===== src/sv/bjs_pkg.sv =====
// ----------------------------------------------------------------------------
// bjs_pkg
// Shared types and constants of the binary jaccard similarity unit.
// ----------------------------------------------------------------------------
package bjs_pkg;

  localparam int MAX_WORDS_DEFAULT = 1024;

  localparam int WORD_W  = 64;
  localparam int CNT_W   = 17;
  localparam int POP_W   = 7;
  localparam int FRAC_W  = 16;

  localparam logic [CNT_W-1:0] COUNT_LIMIT = CNT_W'(65536);
  localparam logic [CNT_W-1:0] ONE_FIXED   = CNT_W'(65536);

  // one quotient bit per divider step
  localparam int STEP_W = 5;
  localparam logic [STEP_W-1:0] STEP_LAST = STEP_W'(CNT_W - 1);

  typedef enum logic [1:0] {
    S_ACCUM,
    S_DIVIDE,
    S_DONE
  } bjs_state_t;

  typedef struct packed {
    logic accum;     // add a word that is not the last one
    logic finish;    // add the last word, hand totals to the divider
    logic div_step;  // one restoring division step
    logic out_load;  // move the finished result to the output register
  } bjs_cmd_t;

  typedef struct packed {
    logic div_last;  // divider is on its final step
  } bjs_status_t;

endpackage


===== src/sv/bjs_ctrl.sv =====
// ----------------------------------------------------------------------------
// bjs_ctrl
// Controller: sequences accumulation, division and the output handshake.
// ----------------------------------------------------------------------------
module bjs_ctrl (
  input  logic                clk,
  input  logic                rst,
  input  logic                in_valid,
  input  logic                last_word,
  output logic                in_ready,
  output logic                out_valid,
  input  logic                out_ready,
  output bjs_pkg::bjs_cmd_t    cmd,
  input  bjs_pkg::bjs_status_t status
);

  bjs_pkg::bjs_state_t state, state_next;
  logic out_free;

  assign out_free = !out_valid || out_ready;

  always_ff @(posedge clk) begin
    if (rst) begin
      state <= bjs_pkg::S_ACCUM;
    end else begin
      state <= state_next;
    end
  end

  always_comb begin
    state_next = state;
    unique case (state)
      bjs_pkg::S_ACCUM: begin
        if (in_valid && last_word) state_next = bjs_pkg::S_DIVIDE;
      end
      bjs_pkg::S_DIVIDE: begin
        if (status.div_last) state_next = bjs_pkg::S_DONE;
      end
      bjs_pkg::S_DONE: begin
        if (out_free) state_next = bjs_pkg::S_ACCUM;
      end
      default: state_next = bjs_pkg::S_ACCUM;
    endcase
  end

  always_comb begin
    in_ready = 1'b0;
    cmd      = '0;
    unique case (state)
      bjs_pkg::S_ACCUM: begin
        in_ready   = 1'b1;
        cmd.accum  = in_valid && !last_word;
        cmd.finish = in_valid && last_word;
      end
      bjs_pkg::S_DIVIDE: begin
        cmd.div_step = 1'b1;
      end
      bjs_pkg::S_DONE: begin
        cmd.out_load = out_free;
      end
      default: begin
        in_ready = 1'b0;
      end
    endcase
  end

  always_ff @(posedge clk) begin
    if (rst) begin
      out_valid <= 1'b0;
    end else if (cmd.out_load) begin
      out_valid <= 1'b1;
    end else if (out_ready) begin
      out_valid <= 1'b0;
    end
  end

endmodule


===== src/sv/bjs_datapath.sv =====
// ----------------------------------------------------------------------------
// bjs_datapath
// Datapath: popcount accumulators, restoring divider and result register.
// ----------------------------------------------------------------------------
module bjs_datapath #(
  parameter int MAX_WORDS = bjs_pkg::MAX_WORDS_DEFAULT
) (
  input  logic                       clk,
  input  logic                       rst,
  input  logic [bjs_pkg::WORD_W-1:0] word_a,
  input  logic [bjs_pkg::WORD_W-1:0] word_b,
  input  bjs_pkg::bjs_cmd_t           cmd,
  output bjs_pkg::bjs_status_t        status,
  output logic [bjs_pkg::CNT_W-1:0]  similarity,
  output logic [bjs_pkg::CNT_W-1:0]  common_bits,
  output logic [bjs_pkg::CNT_W-1:0]  union_bits,
  output logic                       too_long
);

  localparam int CW  = bjs_pkg::CNT_W;
  localparam int WCW = $clog2(MAX_WORDS + 1);

  // accumulators
  logic [CW-1:0]  inter_cnt, union_cnt;
  logic           ovf;
  logic [WCW-1:0] word_cnt;

  logic [bjs_pkg::POP_W-1:0] pop_and, pop_or;
  logic          in_range;
  logic [CW:0]   inter_sum, union_sum;
  logic          inter_sat, union_sat;
  logic [CW-1:0] inter_new, union_new;
  logic          ovf_new;

  // divider
  logic [CW-1:0]             div_i, div_u, res_ovf_dummy;
  logic                      res_ovf;
  logic [CW-1:0]             rem, dvd, quo;
  logic [bjs_pkg::STEP_W-1:0] step_cnt;
  logic [CW:0]               rem_sh;
  logic [CW+1:0]             diff;
  logic                      ge;

  assign pop_and = bjs_pkg::POP_W'($countones(word_a & word_b));
  assign pop_or  = bjs_pkg::POP_W'($countones(word_a | word_b));

  assign in_range  = word_cnt < WCW'(MAX_WORDS);
  assign inter_sum = {1'b0, inter_cnt} + (CW + 1)'(pop_and);
  assign union_sum = {1'b0, union_cnt} + (CW + 1)'(pop_or);
  assign inter_sat = inter_sum > {1'b0, bjs_pkg::COUNT_LIMIT};
  assign union_sat = union_sum > {1'b0, bjs_pkg::COUNT_LIMIT};

  // words past the limit add nothing and only mark the vector
  always_comb begin
    if (in_range) begin
      inter_new = inter_sat ? bjs_pkg::COUNT_LIMIT : inter_sum[CW-1:0];
      union_new = union_sat ? bjs_pkg::COUNT_LIMIT : union_sum[CW-1:0];
      ovf_new   = ovf || inter_sat || union_sat;
    end else begin
      inter_new = inter_cnt;
      union_new = union_cnt;
      ovf_new   = 1'b1;
    end
  end

  always_ff @(posedge clk) begin
    if (rst) begin
      inter_cnt <= '0;
      union_cnt <= '0;
      ovf       <= 1'b0;
      word_cnt  <= '0;
    end else if (cmd.finish) begin
      inter_cnt <= '0;
      union_cnt <= '0;
      ovf       <= 1'b0;
      word_cnt  <= '0;
    end else if (cmd.accum) begin
      inter_cnt <= inter_new;
      union_cnt <= union_new;
      ovf       <= ovf_new;
      if (in_range) word_cnt <= word_cnt + WCW'(1);
    end
  end

  // restoring division of (i << 16) by u; i <= u so the quotient fits 17 bits
  // and the first 16 steps reduce to starting the remainder at i >> 1
  assign rem_sh = {rem, dvd[CW-1]};
  assign diff   = {1'b0, rem_sh} - {2'b00, div_u};
  assign ge     = !diff[CW+1];

  assign status.div_last = step_cnt == bjs_pkg::STEP_LAST;

  always_ff @(posedge clk) begin
    if (cmd.finish) begin
      div_i    <= inter_new;
      div_u    <= union_new;
      res_ovf  <= ovf_new;
      rem      <= {1'b0, inter_new[CW-1:1]};
      dvd      <= {inter_new[0], {(CW-1){1'b0}}};
      quo      <= '0;
      step_cnt <= '0;
    end else if (cmd.div_step) begin
      rem      <= ge ? diff[CW-1:0] : rem_sh[CW-1:0];
      dvd      <= {dvd[CW-2:0], 1'b0};
      quo      <= {quo[CW-2:0], ge};
      step_cnt <= step_cnt + bjs_pkg::STEP_W'(1);
    end
  end

  assign res_ovf_dummy = '0;

  always_ff @(posedge clk) begin
    if (cmd.out_load) begin
      similarity  <= (div_u == res_ovf_dummy) ? bjs_pkg::ONE_FIXED : quo;
      common_bits <= div_i;
      union_bits  <= div_u;
      too_long    <= res_ovf;
    end
  end

endmodule


===== src/sv/binary_jaccard_similarity_unit.sv =====
// ----------------------------------------------------------------------------
// binary_jaccard_similarity_unit
// Jaccard similarity of two bit vectors streamed as 64-bit word pairs.
// ----------------------------------------------------------------------------
// Input channel (in_valid/in_ready): one word pair of the two vectors per
// word, last_word marks the final pair. Non-final words are taken at one per
// cycle, with no stall while an earlier result waits at the output.
// After the last word the unit runs a restoring divider, one quotient bit a
// cycle, and then loads the output register; in_ready stays low from the
// first divider step until the result is loaded into the output register.
// Output channel (out_valid/out_ready): similarity (16 fraction bits, 1.0 for
// an empty union), both counts and too_long. The result register holds until
// taken; if it is still full when the next result is ready, the unit waits
// with in_ready low. Words past MAX_WORDS add nothing and set too_long.
// Reset (rst, synchronous) clears counts, state and out_valid.
// ----------------------------------------------------------------------------
module binary_jaccard_similarity_unit #(
  parameter int MAX_WORDS = bjs_pkg::MAX_WORDS_DEFAULT
) (
  input  logic                       clk,
  input  logic                       rst,
  input  logic                       in_valid,
  output logic                       in_ready,
  input  logic [bjs_pkg::WORD_W-1:0] word_a,
  input  logic [bjs_pkg::WORD_W-1:0] word_b,
  input  logic                       last_word,
  output logic                       out_valid,
  input  logic                       out_ready,
  output logic [bjs_pkg::CNT_W-1:0]  similarity,
  output logic [bjs_pkg::CNT_W-1:0]  common_bits,
  output logic [bjs_pkg::CNT_W-1:0]  union_bits,
  output logic                       too_long
);

  bjs_pkg::bjs_cmd_t    cmd;
  bjs_pkg::bjs_status_t status;

  bjs_ctrl u_ctrl (
    .clk       (clk),
    .rst       (rst),
    .in_valid  (in_valid),
    .last_word (last_word),
    .in_ready  (in_ready),
    .out_valid (out_valid),
    .out_ready (out_ready),
    .cmd       (cmd),
    .status    (status)
  );

  bjs_datapath #(
    .MAX_WORDS (MAX_WORDS)
  ) u_datapath (
    .clk         (clk),
    .rst         (rst),
    .word_a      (word_a),
    .word_b      (word_b),
    .cmd         (cmd),
    .status      (status),
    .similarity  (similarity),
    .common_bits (common_bits),
    .union_bits  (union_bits),
    .too_long    (too_long)
  );

  // ratio never exceeds 1.0
  assert property (@(posedge clk) disable iff (rst)
    out_valid |-> similarity <= bjs_pkg::ONE_FIXED)
    else $error("similarity above 1.0");

  // the and-count can never pass the or-count
  assert property (@(posedge clk) disable iff (rst)
    out_valid |-> common_bits <= union_bits)
    else $error("common_bits above union_bits");

  assert property (@(posedge clk) disable iff (rst)
    out_valid && union_bits == '0 |-> similarity == bjs_pkg::ONE_FIXED)
    else $error("empty union not reported as 1.0");

  // divider is busy right after the last word is taken
  assert property (@(posedge clk) disable iff (rst)
    in_valid && in_ready && last_word |=> !in_ready)
    else $error("word taken while dividing");

endmodule

===== config.mk =====
export PLATFORM = sky130hd
export DESIGN_NAME = binary_jaccard_similarity_unit
export DESIGN_NICKNAME = d
export VERILOG_FILES = /design/src/sv/bjs_pkg.sv /design/src/sv/bjs_ctrl.sv /design/src/sv/bjs_datapath.sv /design/src/sv/binary_jaccard_similarity_unit.sv
export SDC_FILE = /design/constraint.sdc
export NUM_CORES = 1
export LEC_CHECK = 0
export BUFFER_PORTS_ARGS = -buffer_cell sky130_fd_sc_hd__buf_4
export CAP_MARGIN = 20
export CORE_ASPECT_RATIO = 0.9
export CORE_MARGIN = 2
export CORE_UTILIZATION = 60
export DETAILED_ROUTE_END_ITERATION = 8
export GPL_TIMING_DRIVEN = 1
export PLACE_DENSITY_LB_ADDON = 0.08
export REMOVE_ABC_BUFFERS = 1
export SYNTH_ARGS = -nofsm -noshare
export SYNTH_HDL_FRONTEND = slang
export SYNTH_SLANG_ARGS = --single-unit

===== constraint.sdc =====
create_clock -name clk -period 10.7 [get_ports clk]
set_clock_uncertainty 0.2 [all_clocks]
set_input_delay 0.535 -clock clk [delete_from_list [all_inputs] [get_ports clk]]
set_output_delay 0.535 -clock clk [all_outputs]
set_load 0.005 [all_outputs]

==> impl_metrics.csv <==
group,metric,value,unit
grt,grt_usage,0.2627,
worst_setup_path,required,10780,ps
cells_and_area,stdcell_count,1959,
min_path,worstHoldStart,"rst",
worst_setup_path,crit_start,"word_b[62]",
worst_setup_path,critPathCaptureType,"register",
sta,hold_viol_final,0,
placement,io_buffers,186,
cells_and_area,nNetsFinal,2020,
synthesis,yosys_warnings,0,
floorplanning,rows,53,
cells_and_area,drive_gt1_frac,0.1919,
cells_and_area,diodes,0,
synthesis,synthCells,1479,
clock_tree,cts_sinks,176,
grt,antenna_found_initial,0,
clock_tree,root_buffer,"clkbuf_16",
cells_and_area,final_cell_mix,"inv_1 (231), buf_4 (200), fa_1 (123)",
synthesis,ys_seq_area_frac,0.3185,
route,drt_first_pass_iters,5,
route,viasPerCell,5.621,
sta,period_share,0.8429,
sta,post-route-min-period,9019,ps
placement,dp_hpwl,26490,um
floorplanning,io_pins,187,
synthesis,ys_dominant_reg_cell,"edfxtp_1",
grt,grt_pass1_vias,10820,
status,status,"finished clean",
placement,gp_congestion,0.9301,
worst_setup_path,max_stage_delay,610,ps
grt,grt_max_degree,69,
synthesis,ys_types,75,
route,drc,0,
route,wirelength,32560,um
clock_tree,tritoncts,"built",
clock_tree,clk_pin_slew,80,ps
route,routedWlPerCell,16.62,um
synthesis,avgSynthCellArea,9.688,sq um
run,maxCapViolations,0,
worst_setup_path,start_kind,"input port",
sta,finalSetupTns,0,ps
placement,dp_cells,1927,
synthesis,ys_async_sr_fraction,0,
synthesis,synth_edf_count,104,
min_path,hp-class,"input port to register",
cells_and_area,layout_commonest_cell,"inv_1",
sta,worst_slew_margin_rel,0.3372,
floorplanning,die_w,166.9,um
route,drtIter0Drc,742,
worst_setup_path,cp_slowest_cell,"or4_1",
worst_setup_path,crit_fanout,21,
synthesis,synthTopCellsByArea,"edfxtp_1 (22%), fa_1 (17%), ha_1 (10%)",
clock_tree,post-cts-setup-buffers,0,
clock_tree,hold_buffers,0,
worst_setup_path,rr_startpoint,"u_datapath.union_cnt[0]",
synthesis,synth_area_leader_cell,"edfxtp_1",
synthesis,netlist_area,0.01433,sq mm
grt,grt_pass1_wl,52700,um
clock_tree,clock_latency,440,ps
worst_setup_path,worst-setup-path-type,"input port to register",
floorplanning,fp.dieH,150.6,um
sta,max_freq,0.1109,GHz
clock_tree,cts_max_path_buffers,2,
clock_tree,cts_htree_levels,4,
route,ant_nets,0,
floorplanning,die_area,0.02514,sq mm
synthesis,synth.top_cell.area_share,0.2180,
floorplanning,initial_core_util,0.6121,
synthesis,yosys_register_bits,176,
cells_and_area,syn2layout_area_growth,16.21,%
sta,slew_viol_final,0,
sta,setup-violations-final,0,
clock_tree,post_cts_resized,0,
route,vias,11010,
sta,rsz0062_at_grt,"no",
sta,tightest_slew,994.1,ps
floorplanning,coreArea,0.02341,sq mm
worst_setup_path,crit_arrival,9100,ps
clock_tree,cts_inserted_buffers,17,
grt,grt_overflow_total,0,
logic make-up after synthesis:
logic type               after synthesis  synth area share
AO/OA/AOI/OAI                        264            0.1247
XOR/XNOR                              43           0.02628
adder cells (fa/ha/maj)              243            0.2766
buffers and inverters                286           0.07588
flip-flops                           176            0.3185
multiplexers                          20           0.01476
AND/OR/NAND/NOR                      447            0.1632
routing by layer:
| metal | part of all wire | routed length, um | track usage | vias to the layer above |
|---|---|---|---|---|
| met2 | 0.48 | 15690 | 0.4471 | 370 |
| met3 | 0.059 | 1907 | 0.04522 | 59 |
| met4 | 0.029 | 929 | 0.08405 | 0 |
| met1 | 0.43 | 14040 | 0.3454 | 5268 |
| li1 | - | - | - | 5314 |
| met5 | 0 | 0 | 0 | - |
synthesized netlist by cell type, types with 37 or more instances:
cell type  count
inv_1        231
fa_1         123
ha_1         120
edfxtp_1     104
nand2_1       92
nor2_1        86
dfxtp_1       72
and2_1        71
or2_2         67
a21oi_1       57
clkbuf_1      42
o21ai_0       37
worst paths after layout:
kind                               end  slack (ps)  cells after the start
max reg2reg       u_datapath.div_u[12]        6730                     11
min                   u_ctrl.out_valid          90                      2
min reg2reg  u_datapath.common_bits[0]         220                      0
max               u_datapath.div_u[12]        1680                     33
cell type report:
type | instances | area [sq um]
fill | 1802 | 6758
clock buffer | 17 | 425.4
sequential | 176 | 4564
tap | 302 | 377.9
inverter | 232 | 870.8
clock inverter | 15 | 211.5
multi-input combinational | 1017 | 8700
timing repair buffer | 200 | 1501
flip-flops by register name, indices dropped and copies added, names as in the netlist:
register and flops:
u_datapath.too_long 1, u_datapath.word_cnt 11, u_datapath.similarity 17, u_datapath.union_cnt 17
u_datapath.res_ovf 1, u_datapath.rem 17, u_ctrl.state 2, u_datapath.union_bits 17
u_ctrl.out_valid 1, u_datapath.dvd 1, u_datapath.ovf 1, u_datapath.quo 17
u_datapath.div_u 17, u_datapath.div_i 17, u_datapath.common_bits 17, u_datapath.inter_cnt 17
u_datapath.step_cnt 5
per-stage QoR:
| step | area (sq um) | setup WS, ps | utilization | hold slack, ps |
|---|---|---|---|---|
| 6_report | 16650 | 1681 | 0.7113 | 92.92 |
| 4_1_cts | 16650 | 1665 | 0.7113 | 73.24 |
| 5_1_grt | 16650 | 1234 | 0.7113 | 80.96 |
| 3_3_place_gp | 16010 | 1440 | 0.6841 | 201.6 |
| 3_5_place_dp | 16010 | 1215 | 0.6841 | 205.4 |
| 2_1_floorplan | 14110 | 1718 | - | 200.3 |
worst max-delay path, delay by kind of cell:
family,cells,cell delay [ps]
adders and majority gates,11,4770
and+or+nand+nor,3,1330
buffers and inverters,10,940
AOI/OAI and AO/OA,7,1220
xor gates and xnor gates,2,300
Power is not shown: default switching activity piles up to over one toggle a cycle in this logic, so the estimate is an artifact.
